**src/hdl/lhlw_divider.sv**
```systemverilog
// restoring divider, one quotient bit per cycle
module lhlw_divider #(
	parameter int unsigned NUM_W = 64,
	parameter int unsigned DEN_W = 64
) (
	input  logic             clk,
	input  logic             arst_n,
	input  logic             start,
	input  logic [NUM_W-1:0] numer,
	input  logic [DEN_W-1:0] denom,
	output logic             done,
	output logic [NUM_W-1:0] quot
);

	localparam int unsigned CNT_W = $clog2(NUM_W + 1);

	logic [NUM_W-1:0] quot_q;
	logic [DEN_W:0]   rem_q;
	logic [DEN_W-1:0] den_q;
	logic [CNT_W-1:0] cnt_q;
	logic             run_q;
	logic             done_q;

	logic [DEN_W:0] rem_sh;
	logic [DEN_W:0] rem_sub;

	// shift in the next numerator bit and try subtracting
	always_comb begin
		rem_sh  = {rem_q[DEN_W-1:0], quot_q[NUM_W-1]};
		rem_sub = rem_sh - {1'b0, den_q};
	end

	// control
	always_ff @(posedge clk or negedge arst_n) begin
		if (!arst_n) begin
			run_q  <= 1'b0;
			done_q <= 1'b0;
			cnt_q  <= '0;
		end else begin
			done_q <= 1'b0;
			if (start) begin
				run_q <= 1'b1;
				cnt_q <= CNT_W'(NUM_W);
			end else if (run_q) begin
				cnt_q <= cnt_q - 1'b1;
				if (cnt_q == CNT_W'(1)) begin
					run_q  <= 1'b0;
					done_q <= 1'b1;
				end
			end
		end
	end

	// datapath
	always_ff @(posedge clk) begin
		if (start) begin
			quot_q <= numer;
			rem_q  <= '0;
			den_q  <= denom;
		end else if (run_q) begin
			if (!rem_sub[DEN_W]) begin
				rem_q  <= rem_sub;
				quot_q <= {quot_q[NUM_W-2:0], 1'b1};
			end else begin
				rem_q  <= rem_sh;
				quot_q <= {quot_q[NUM_W-2:0], 1'b0};
			end
		end
	end

	assign done = done_q;
	assign quot = quot_q;

endmodule

```
**config.mk**
```make
export PLATFORM = sky130hd
export DESIGN_NAME = lhlw_divider
export DESIGN_NICKNAME = d
export VERILOG_FILES = /design/src/hdl/lhlw_divider.sv
export SDC_FILE = /design/constraint.sdc
export NUM_CORES = 1
export LEC_CHECK = 0
export ABC_CLOCK_PERIOD_IN_PS = 3120
export BUFFER_PORTS_ARGS = -buffer_cell sky130_fd_sc_hd__buf_2
export CAP_MARGIN = 30
export CORE_MARGIN = 2
export CORE_UTILIZATION = 54
export CTS_BUF_LIST = sky130_fd_sc_hd__clkbuf_2
export CTS_CLUSTER_SIZE = 16
export DETAILED_ROUTE_END_ITERATION = 12
export PLACE_DENSITY = 0.91
export SLEW_MARGIN = 15
export SYNTH_ARGS = -nofsm -noshare
export SYNTH_HDL_FRONTEND = slang
export SYNTH_SLANG_ARGS = --single-unit
```
**constraint.sdc**
```tcl
create_clock -name clk -period 3.12 [get_ports clk]
set_clock_uncertainty 0.15 [all_clocks]
set_input_delay 0.468 -clock clk [delete_from_list [all_inputs] [get_ports clk]]
set_output_delay 0.468 -clock clk [all_outputs]
set_load 0.005 [all_outputs]
```
---- Word-level counts from Yosys, hierarchy flattened ----
Cells that the tools add are included.
operators by class
  equal/unequal tests ..................... 1
  add/sub/neg operators ................... 2
  reduce and logical (&&, ||, !) cells .... 1
  multiplexer cells ....................... 12
operator list
  operator                                                               number
  64-bit 2-to-1 mux                                                      3
  65-bit by 64-bit subtractor with 65-bit output                         1
  7-bit 2-to-1 mux                                                       2
  7-bit by 1-bit equality test with 1-bit output, second input constant  1
  1-bit 2-to-1 mux                                                       7
  7-bit by 1-bit subtractor with 7-bit output, second input constant     1
  2-bit nonzero test                                                     1
word-level totals
  logic and storage cells ................. 22
  register bits after elaboration ......... 201

---- Logic depth before layout (Yosys ltp) ----
Gate-level depths: netlist of run 1.
  depth after elaboration ................. 4
  depth in mapped cells ................... 16
  mapped depth without buffers ............ 13

---- Worst setup path after synthesis of run 1 ----
No wires, ideal clock.
  path kind ............................... register to register
  from .................................... register quot_q[63], in the netlist quot[63]
  to ...................................... register rem_q[48]
  buffers on the path ..................... 3
  slack ................................... 0.006 ns
  data arrival time ....................... 2.876 ns
  clock period less this slack ............ 3.114 ns
  required time ........................... 2.882 ns
  setup time .............................. 0.088 ns
  stages on the path, launching flop included .. 17
  path through ............................ edfxtp_1 > inv_1 > ha_1 > fa_1 > nor2b_1 > o2111a_1 > o21a_1 > o21ai_1 > nand3_2 > o21a_1 > o211ai_2 > and3_1 > buf_4 > buf_6 > buf_6 > nand2_1 > a311oi_2
between the ends
  cells in the longest elaborated chain, start to end .. 2
RTL lines
  what                                            line  text
  start: declaration                              17    logic [NUM_W-1:0] quot_q;
  start signal: assignment                        57    quot_q <= numer;
  start signal: assignment                        63    quot_q <= {quot_q[NUM_W-2:0], 1'b1};
  start signal: assignment                        66    quot_q <= {quot_q[NUM_W-2:0], 1'b0};
  65-bit by 64-bit subtractor with 65-bit output  30    rem_sub = rem_sh - {1'b0, den_q};
  64-bit 2-to-1 mux                               61    if (!rem_sub[DEN_W]) begin
  end signal: assignment                          62    rem_q <= rem_sub;
  end signal: assignment                          65    rem_q <= rem_sh;
  end: declaration                                18    logic [DEN_W:0] rem_q;
No other way between the ends.
A chain may end at the register's enable or synchronous reset.

---- Worst setup path in the final report of run 1 ----
  from .................................... register den_q[23]
  to ...................................... register rem_q[4]
between the ends
  cells in the longest elaborated chain, start to end .. 2
RTL lines
  what                                            line  text
  start: declaration                              19    logic [DEN_W-1:0] den_q;
  start signal: assignment                        59    den_q <= denom;
  65-bit by 64-bit subtractor with 65-bit output  30
  64-bit 2-to-1 mux                               61
No other way between the ends.

==> impl_metrics.yaml, run 1 <==
critical_path:
  critPathCaptureType: "flop"
  crit_family: "simple AND/OR/NAND/NOR gates"
  max_stage_delay_ps: 460
  cp_num_buf_inv: 3
  path_cells: "inv_1 > ha_1 > nand2_1 > or3_4 > nor4_4 > o21ai_2 > nand3_2 > buf_4 > o21ai_4 > nand4_4 > and3_4 > buf_12 > mux2i_1 > a211oi_1"
  slowest_stage: "or3_4"
  path_class: "flop to flop"
  cp.required_ps: 3760
  critPathLaunchType: "flop"
  critPathArrivalTime_ps: 4240
  crit_fanout: 15
logic_synthesis:
  synthXorXnorAreaFrac_pct: 4.44
  syn_nets: 1433
  synth_edf_count: 128
  synth-seq-area-share_pct: 43.7
  synth.avg_cell_area_um2: 9.91
  synthAdderAreaFrac_pct: 6.91
  synth_top_family_by_area: "compound AO/OA/AOI/OAI gates"
  muxShareOfSynthArea_pct: 9.23
  synthFlopType: "edfxtp_1"
  yosys.area_share.simple_pct: 12.4
  async_flop_share_pct: 4.48
  synth_warnings: 0
  netlist-cell-type-count: 76
  synth_cells: 1235
  synth_seq_cells: 201
  synth_area_mm2: 0.0122
  synth-compound-area-share_pct: 17.9
floorplan:
  fp-row-count: 55
  die_x_um: 155
  pin_count: 196
  dieArea_mm2: 0.0239
  die_h_um: 155
  start_util_pct: 54.5
  core_area_mm2: 0.0224
drt:
  ant_nets: 0
  initialDrtViolationCount: 1229
  wl_um: 42100
  vias_per_cell: 5.91
  drc: 0
  vias: 12700
  drt_pass1_iterations: 10
  avgRoutedWirePerCell_um: 19.6
run:
  maxCapViolations: 0
timing:
  hold_viol_final: 0
  final-max-slew-violation-count: 0
  max_freq_mhz: 278
  grt_setup_unrepaired: "yes"
  tns_ps: -22930
  worstMarginPinSlew_ps: 607
  timing.hold.ws_ps: 94.9
  finalCritPeriodShare_pct: 115
  period_needed_ps: 3600
  setup_slack_ps: -478
  max_slew_margin_pct: 59.5
  finalSetupViolations: 65
power_and_ir_drop:
  power_density_mw_per_mm2: 456
  p_total_mw: 8.17
  peakVddDrop_uv: 351
  power.leakage_nw: 8.09
global_route:
  antenna_found_initial: 2
  grt_max_degree: 79
  grt.overflow.total: 0
  grt_pass1_vias: 12600
  grt_first_pass_wirelength_um: 62100
  grt_util_all_layers_pct: 32.0
place:
  dpl_worst_slack_ps: -405
  placed_cell_area_mm2: 0.0150
  dp_cells: 1866
  place.port_buffers: 195
  gp_congestion: 0.970
  hpwlAfterDp_um: 24900
cells_and_area:
  instances_no_fill: 2146
  drive_gt1_share_pct: 36.4
  final_common_cell: "buf_4"
  fin_util_pct: 79.8
  final.fill_count: 1254
  most-common-layout-cells: "223 x buf_4, 194 x buf_2, 153 x dlygate4sd3_1"
  design_area_mm2: 0.0179
  area_delta_synth_final_pct: 46.4
  nNetsFinal: 2011
clock_tree:
  cts.path.max_buffers: 3
  cts_tree: "done"
  clk-insertion-delay-late_ps: 940
  cts-root-buf: "clkbuf_2"
  htree_levels: 2
  cts.sinks: 201
  clk_pin_slew_worst_paths_ps: 140
  cts_buffers: 54
status:
  violations: "negative setup slack"
  status: "finished with violations"
min_path:
  hp-class: "input port to flop"
==> sequential cells by signal (all words and copies together) (netlist names) <==
signal  count
done        1
quot       64
den_q      64
cnt_q       7
rem_q      64
run_q       1
==> what timing repair did <==
item,4_1_cts,5_1_grt
hold buffers,153,0
gates resized for setup,32,71
hold endpoints to repair,157,0
pin swaps,9,30
endpoints found under the setup margin,65,65
setup buffers,6,15
gates cloned,1,4
==> cell type report <==
type	count	area (um^2)	share of cell area, %
Multi-Input combinational cell	874	6690	37.3
Sequential cell	201	5360	29.9
Timing Repair Buffer	591	4580	25.6
Clock buffer	85	425	2.37
Tap cell	285	357	1.99
Inverter	91	342	1.91
Clock inverter	17	159	0.887
Antenna cell	2	5.00	0.0279
==> worst paths after layout <==
kind,from,endpoint,slack [ps],cells past startpoint
setup / recovery,den_q[23],rem_q[4],-480,14
hold / removal,denom[9],den_q[9],90,2
setup reg to reg,den_q[23],rem_q[4],-480,14
hold reg to reg,rem_q[51],rem_q[52],340,2
max in group asynchronous,arst_n,run_q,2030,3
min in group asynchronous,arst_n,cnt_q[5],460,3
==> cell usage after synthesis, drive strengths merged, types with 5 or more instances <==
library cell / instances / area share [%]
edfxtp: 128 / 31
nor2: 106 / 3.3
nand2: 99 / 3.1
inv: 91 / 2.8
a21oi: 86 / 3.5
ha: 66 / 6.7
dfxtp: 64 / 10
mux2: 63 / 5.8
o21ai: 52 / 2.2
clkbuf: 50 / 1.5
a211oi: 45 / 2.8
mux2i: 42 / 3.4
xnor2: 40 / 2.9
a21o: 31 / 1.9
nand4: 27 / 1.4
xor2: 22 / 1.6
buf: 19 / 1.0
nor3: 19 / 0.82
a311oi: 16 / 1.6
o21a: 16 / 0.98
o21bai: 16 / 0.98
nand3: 14 / 0.72
a31oi: 13 / 0.72
dfrtp: 9 / 1.8
and2: 8 / 0.41
and3: 7 / 0.36
nand2b: 6 / 0.31
nor4: 6 / 0.43
o211ai: 6 / 0.41
nor2b: 5 / 0.26
nor3b: 5 / 0.31
o221ai: 5 / 0.36
o31ai: 5 / 0.31
==> per-layer routing <==
layer,GRT usage (%),vias up,share of wire (%)
li1,-,5722,-
met3,6.00,200,8.4
met5,0,-,0
met1,38.3,5964,37
met4,13.5,0,5.3
met2,56.7,798,49
==> logic make-up (layout without fill, tap and decap cells) <==
logic type | after synthesis | count (layout)
adders and majority gates | 67 | 67
AOI/OAI and AO/OA | 321 | 321
muxes | 105 | 105
DFF | 201 | 201
buffers and inverters | 160 | 784
and+or+nand+nor | 319 | 319
xor gates and xnor gates | 62 | 62
other | 0 | 2
==> worst register-to-register path, stage by stage, from the launching register on <==
cell and delay [ps]:
edfxtp_1 350, inv_1 60, ha_1 300, nand2_1 160
or3_4 460, nor4_4 290, o21ai_2 110, nand3_2 120
buf_4 160, o21ai_4 70, nand4_4 130, and3_4 400
buf_12 220, mux2i_1 130, a211oi_1 330
==> power by group <==
part           switching [mW]  total (mW)  internal, mW
registers               0.219        3.37          3.15
clock network            1.27        2.26         0.988
logic                    1.27        2.55          1.28
(Power assumes the default switching activity.)
==> run 2, diff against run 1 <==
Settings changed: PLACE_DENSITY 0.91 to 0.8, RECOVER_POWER set to 50, TNS_END_PERCENT set to 1.
==> run 2 against run 1 <==
The run still ends with negative setup slack left. Cell count is 2.7% lower. Critical path type unchanged. Global-route usage is 0.52 points lower. Clock power is 12% lower. Critical path depth is 1 lower. Flip-flop and latch count stayed put. Highest routed layer unchanged. Largest cell class unchanged. Total power is 5.9% lower. Via count is 6.1% lower. Sequential power hardly changed. Worst hold slack better by 29 ps. Die area stayed put.
==> impl_metrics.yaml, run 2 (synthesis gave the netlist of run 1 again) <==
timing:
  grt_setup_unrepaired: "yes"
  max_freq_mhz: 305
  worstMarginPinSlew_ps: 692
  max_slew_margin_pct: 53.9
  hold_viol_final: 0
  final-max-slew-violation-count: 0
  setup_slack_ps: -163
  finalCritPeriodShare_pct: 105
  finalSetupViolations: 63
  timing.hold.ws_ps: 124
  period_needed_ps: 3280
cells_and_area:
  drive_gt1_share_pct: 34.9
  final_common_cell: "buf_4"
  design_area_mm2: 0.0171
  area_delta_synth_final_pct: 39.5
  final.fill_count: 1453
  most-common-layout-cells: "200 x buf_4, 185 x buf_2, 131 x dlygate4sd3_1"
  nNetsFinal: 1955
global_route:
  grt_pass1_vias: 12400
  grt_first_pass_wirelength_um: 60500
  grt_util_all_layers_pct: 31.5
  grt_max_degree: 93
  antenna_found_initial: 1
  grt.overflow.total: 0
drt:
  ant_nets: 0
  drc: 0
  initialDrtViolationCount: 741
  avgRoutedWirePerCell_um: 18.5
  drt_pass1_iterations: 7
  vias_per_cell: 5.70
  wl_um: 38600
  vias: 11900
critical_path:
  critPathCaptureType: "flop"
  r2r_setup_slack_ps: -160
  cp.required_ps: 3790
  rr_endpoint: "rem_q[44]"
  critPathLaunchType: "flop"
  r2r_cells: 13
  reg2reg_from: "den_q[2]"
  critPathArrivalTime_ps: 3950
  crit_fanout: 3
  path_class: "flop to flop"
floorplan:
  core_area_mm2: 0.0224
  pin_count: 196
  fp-row-count: 55
  die_h_um: 155
  die_x_um: 155
  start_util_pct: 54.5
  dieArea_mm2: 0.0239
clock_tree:
  htree_levels: 2
  clk_pin_slew_worst_paths_ps: 140
  cts-root-buf: "clkbuf_2"
  cts_buffers: 53
  cts.path.max_buffers: 3
  clk-insertion-delay-late_ps: 910
  cts_tree: "done"
  cts.sinks: 201
min_path:
  worstHoldPathCells: 2
  hp-class: "input port to flop"
  hold_end: "den_q[62]"
  hold_path_startpoint: "denom[62]"
place:
  gp_congestion: 0.987
  placed_cell_area_mm2: 0.0148
  hpwlAfterDp_um: 23700
  place.port_buffers: 195
power_and_ir_drop:
  pwr-share-clk_pct: 25.8
  switching_share_pct: 34.7
  seqPwrFrac_pct: 43.6
  power_density_mw_per_mm2: 450
  p_int_mw: 5.02
  power.leakage_nw: 7.65
  peakVddDrop_uv: 394
  switchingPower_mw: 2.67
  p_comb_share_pct: 30.6
  p_total_mw: 7.69
status:
  violations: "negative setup slack"
  status: "finished with violations"
run:
  maxCapViolations: 0
-- run 2: cell count changes in the layout (fill, tap and decap cells not counted), sizes merged --
| cell | delta |
|---|---|
| buf | -38 |
| bufinv | -3 |
| clkbuf | -2 |
| clkinv | +8 |
| diode | -1 |
| dlygate4sd3 | -22 |
-- run 2: timing repair --
action,in CTS,in global routing
setup buffers,7,2
hold endpoints to repair,158,0
pin swaps,54,23
setup endpoints to repair,65,65
hold buffers,131,0
cloned,3,0
gates resized for setup,28,49
-- run 2: worst max-delay path by stage --
stage	from	endpoint	depth (start not counted)
3_5_place_dp	quot[63]	rem_q[19]	14
6_report	den_q[2]	rem_q[44]	13
3_3_place_gp	quot[63]	rem_q[19]	14
2_1_floorplan	quot[63]	rem_q[48]	16
4_1_cts	quot[63]	rem_q[44]	14
5_1_grt	den_q[1]	rem_q[25]	13
-- run 2: stage by stage --
stage                     TNS (ps)  cells  setup slack, ps  utilization, %
final                        -4250   2088             -163            76.1
after global placement       -4750   1845             -198            66.1
after floorplan                  0   1235             5.87               -
after detailed placement    -10100   1845             -305            66.1
after CTS                    -4470   2086             -163            75.3
after global routing        -11750   2088             -328            76.1
-- run 2: layer usage --
metal | wire length [um] | global-route usage (%) | vias up | part of all wire, %
met5 | 0 | 0 | - | 0
met4 | 2030 | 16.4 | 0 | 5.2
met3 | 2680 | 6.78 | 161 | 6.9
met2 | 19400 | 56.4 | 552 | 50
met1 | 14500 | 35.3 | 5586 | 38
li1 | - | - | 5605 | -
-- run 2: power by group through the flow --
| stage | clock (mW) | combinational (mW) | sequential [mW] |
|---|---|---|---|
| floorplan | 0 | 1.17 | 3.34 |
| global placement | 0 | 1.99 | 3.36 |
| detailed placement | 0 | 2.04 | 3.37 |
| CTS | 1.93 | 2.21 | 3.32 |
| global route | 2.13 | 2.55 | 3.38 |
| finish | 1.98 | 2.35 | 3.35 |
-- run 2: worst max-delay path: stages, from the launching register on --
cell and delay, ps:
edfxtp_1 400, inv_1 90, ha_1 250, nor2b_2 170, o2111a_1 250, o21a_1 190
o21ai_2 170, nand3_2 140, o21a_1 220, o211ai_2 170, buf_4 150, nand3_4 80
or4b_4 540, a311oi_2 250
-- run 2: layout make-up --
type | count | area (um^2) | area share, %
Clock inverter | 22 | 106 | 0.623
Timing Repair Buffer | 536 | 4000 | 23.4
Clock buffer | 78 | 390 | 2.29
Inverter | 91 | 342 | 2.00
Multi-Input combinational cell | 874 | 6520 | 38.2
Tap cell | 285 | 357 | 2.09
Antenna cell | 1 | 2.50 | 0.0147
Sequential cell | 201 | 5350 | 31.4
==> run 3, diff against run 2 <==
Settings changed: ABC_AREA set to 1, CORE_UTILIZATION 54 to 55.
==> run 3 against run 2 <==
Synthesized cell count is 85% higher. Largest power group unchanged. The run ends with max-capacitance violations, max-slew violations left. Flip-flop and latch count stayed put. Clock power hardly changed. Sequential share of layout area is 1.0 points lower. Routed wire length is 22% higher.
==> impl_metrics.yaml, run 3 <==
status:
  status: "finished with violations"
  violations: "max-capacitance violations, max-slew violations"
drt:
  drc: 0
  vias_per_cell: 5.01
  avgRoutedWirePerCell_um: 15.6
  initialDrtViolationCount: 1180
  wl_um: 47000
  vias: 15100
  drt_pass1_iterations: 8
  ant_nets: 0
critical_path:
  rr_endpoint: "rem_q[32]"
  critPathArrivalTime_ps: 3580
  path_class: "flop to flop"
  critPathLaunchType: "flop"
  r2r_setup_slack_ps: 200
  cp.required_ps: 3770
  crit_fanout: 37
  r2r_cells: 14
  reg2reg_from: "den_q[39]"
  critPathCaptureType: "flop"
power_and_ir_drop:
  p_total_mw: 6.18
  power_density_mw_per_mm2: 350
  peakVddDrop_uv: 314
  power.leakage_nw: 10.3
floorplan:
  die_x_um: 166
  pin_count: 196
  core_area_mm2: 0.0260
  dieArea_mm2: 0.0277
  fp-row-count: 59
  start_util_pct: 55.8
  die_h_um: 166
logic_synthesis:
  yosysMostFrequentCell: "nand2_1"
  synth_common_cells: "1079 x nand2_1, 492 x inv_1, 132 x nand3_1"
  synth_area_mm2: 0.0145
  synthFlopType: "edfxtp_1"
  netlist-cell-type-count: 36
  synth_cells: 2287
  yosysTopAreaCell: "nand2_1"
  synth-seq-area-share_pct: 36.9
  synth_area_leaders: "nand2_1 28%, edfxtp_1 27%, inv_1 13%"
  async_flop_share_pct: 4.48
  synth.avg_cell_area_um2: 6.34
  synth_edf_count: 128
  synth_seq_cells: 201
  synth_warnings: 0
  syn_nets: 2485
  synth.top_cell.area_share_pct: 27.9
cells_and_area:
  design_area_mm2: 0.0176
  final.fill_count: 2264
  final_common_cell: "nand2_1"
  most-common-layout-cells: "1079 x nand2_1, 491 x inv_1, 189 x buf_2"
  nNetsFinal: 2840
  drive_gt1_share_pct: 12.0
  area_delta_synth_final_pct: 21.7
timing:
  finalCritPeriodShare_pct: 93.7
  hold_viol_final: 0
  setup_slack_ps: 195
  grt_setup_unrepaired: "no"
  worstMarginPinSlew_ps: 1680
  period_needed_ps: 2920
  max_slew_margin_pct: -11.8
  final-max-slew-violation-count: 95
  max_freq_mhz: 342
  finalSetupViolations: 0
  tns_ps: 0
place:
  gp_congestion: 0.995
  dpl_worst_slack_ps: 193
  placed_cell_area_mm2: 0.0158
  hpwlAfterDp_um: 32500
  place.port_buffers: 195
min_path:
  hold_path_startpoint: "denom[33]"
  hp-class: "input port to flop"
  hold_end: "den_q[33]"
  worstHoldPathCells: 2
global_route:
  grt_first_pass_wirelength_um: 74100
  antenna_found_initial: 2
  use_met1_pct: 42.3
  grt_util_all_layers_pct: 33.3
  met2_usage_pct: 56.5
  met3_usage_pct: 5.67
  grt.overflow.total: 0
  gr-max-usage-layer: "met2"
  grt_pass1_vias: 14700
  grt_max_degree: 116
clock_tree:
  cts_tree: "done"
  cts_buffers: 51
  post-cts-setup-buffers: 0
  htree_levels: 2
  clk_pin_slew_worst_paths_ps: 130
  cts-root-buf: "clkbuf_2"
  cts.path.max_buffers: 3
  cts.sinks: 201
  clk-insertion-delay-late_ps: 920
run:
  maxCapViolations: 1
==> run 3: what timing repair did <==
action                                  CTS  global route
hold buffers                            137             0
gates resized for setup                   0             2
endpoints found under the setup margin    0            24
endpoints found under the hold margin   145             0
==> run 3: kinds of logic (layout without fill, tap and decap cells) <==
family / after synthesis / in the layout / synth area share [%]
AO/OA/AOI/OAI: 74 / 74 / 2.63
other: 0 / 1 / 0
flip-flops: 201 / 201 / 36.9
AND/OR/NAND/NOR: 1376 / 1376 / 38.1
adder cells (fa/ha/maj): 67 / 67 / 5.83
buffers and inverters: 538 / 934 / 14.6
XOR/XNOR: 31 / 31 / 1.87
==> run 3: worst max-delay path: stages (launching register included) <==
cell      delay, ps
edfxtp_1        390
inv_1            50
ha_1            350
nand2_1         120
nor2_1          290
nand2_1         230
nor4_4          340
nand2_4         120
nand2_4          80
nand2_1          60
nand2_2         110
buf_12          200
nand2_1         100
nand3_1         100
nand2_1          70
==> run 3: cell type report <==
class / instances / area (um^2) / area share [%]
clock inverters: 12 / 83.8 / 0.475
multi-input cells: 1548 / 7040 / 39.9
clock buffers: 82 / 410 / 2.33
diodes: 1 / 2.50 / 0.0142
flip-flops and latches: 201 / 5350 / 30.3
well taps: 335 / 419 / 2.38
inverters: 496 / 1860 / 10.6
repair buffers: 344 / 2480 / 14.0
==> run 3: worst max path at each step <==
stage / startpoint / to / slack [ps] / cells after the start
6_report: den_q[39] / rem_q[32] / 200 / 14
2_1_floorplan: quot[63] / quot[0] / 490 / 19
5_1_grt: quot[63] / rem_q[32] / 5 / 20
3_5_place_dp: quot[63] / rem_q[38] / 190 / 20
4_1_cts: quot[63] / rem_q[45] / 150 / 20
3_3_place_gp: quot[63] / rem_q[39] / 350 / 20
==> run 3: power by group <==
group	total (mW)	switching [mW]	leakage [nW]	internal, mW
clock network	1.99	1.21	0.382	0.784
registers	3.14	0.113	1.95	3.03
logic	1.04	0.610	7.94	0.431
==> run 3: metal layers <==
| layer | vias to the layer above | wire length, um | share of wire [%] |
|---|---|---|---|
| li1 | 7573 | - | - |
| met1 | 6737 | 19400 | 41 |
| met2 | 703 | 21900 | 47 |
| met3 | 119 | 3700 | 7.9 |
| met4 | 2 | 1960 | 4.2 |
| met5 | - | 19 | 0.040 |
==> run 3: stage by stage <==
step	util (%)	hold slack, ps	instances
finish	67.9	121	3019
global route	67.9	92.8	3019
CTS	68.0	66.9	3018
detailed placement	60.8	179	2787
global placement	60.8	176	2787
floorplan	-	22.4	2287
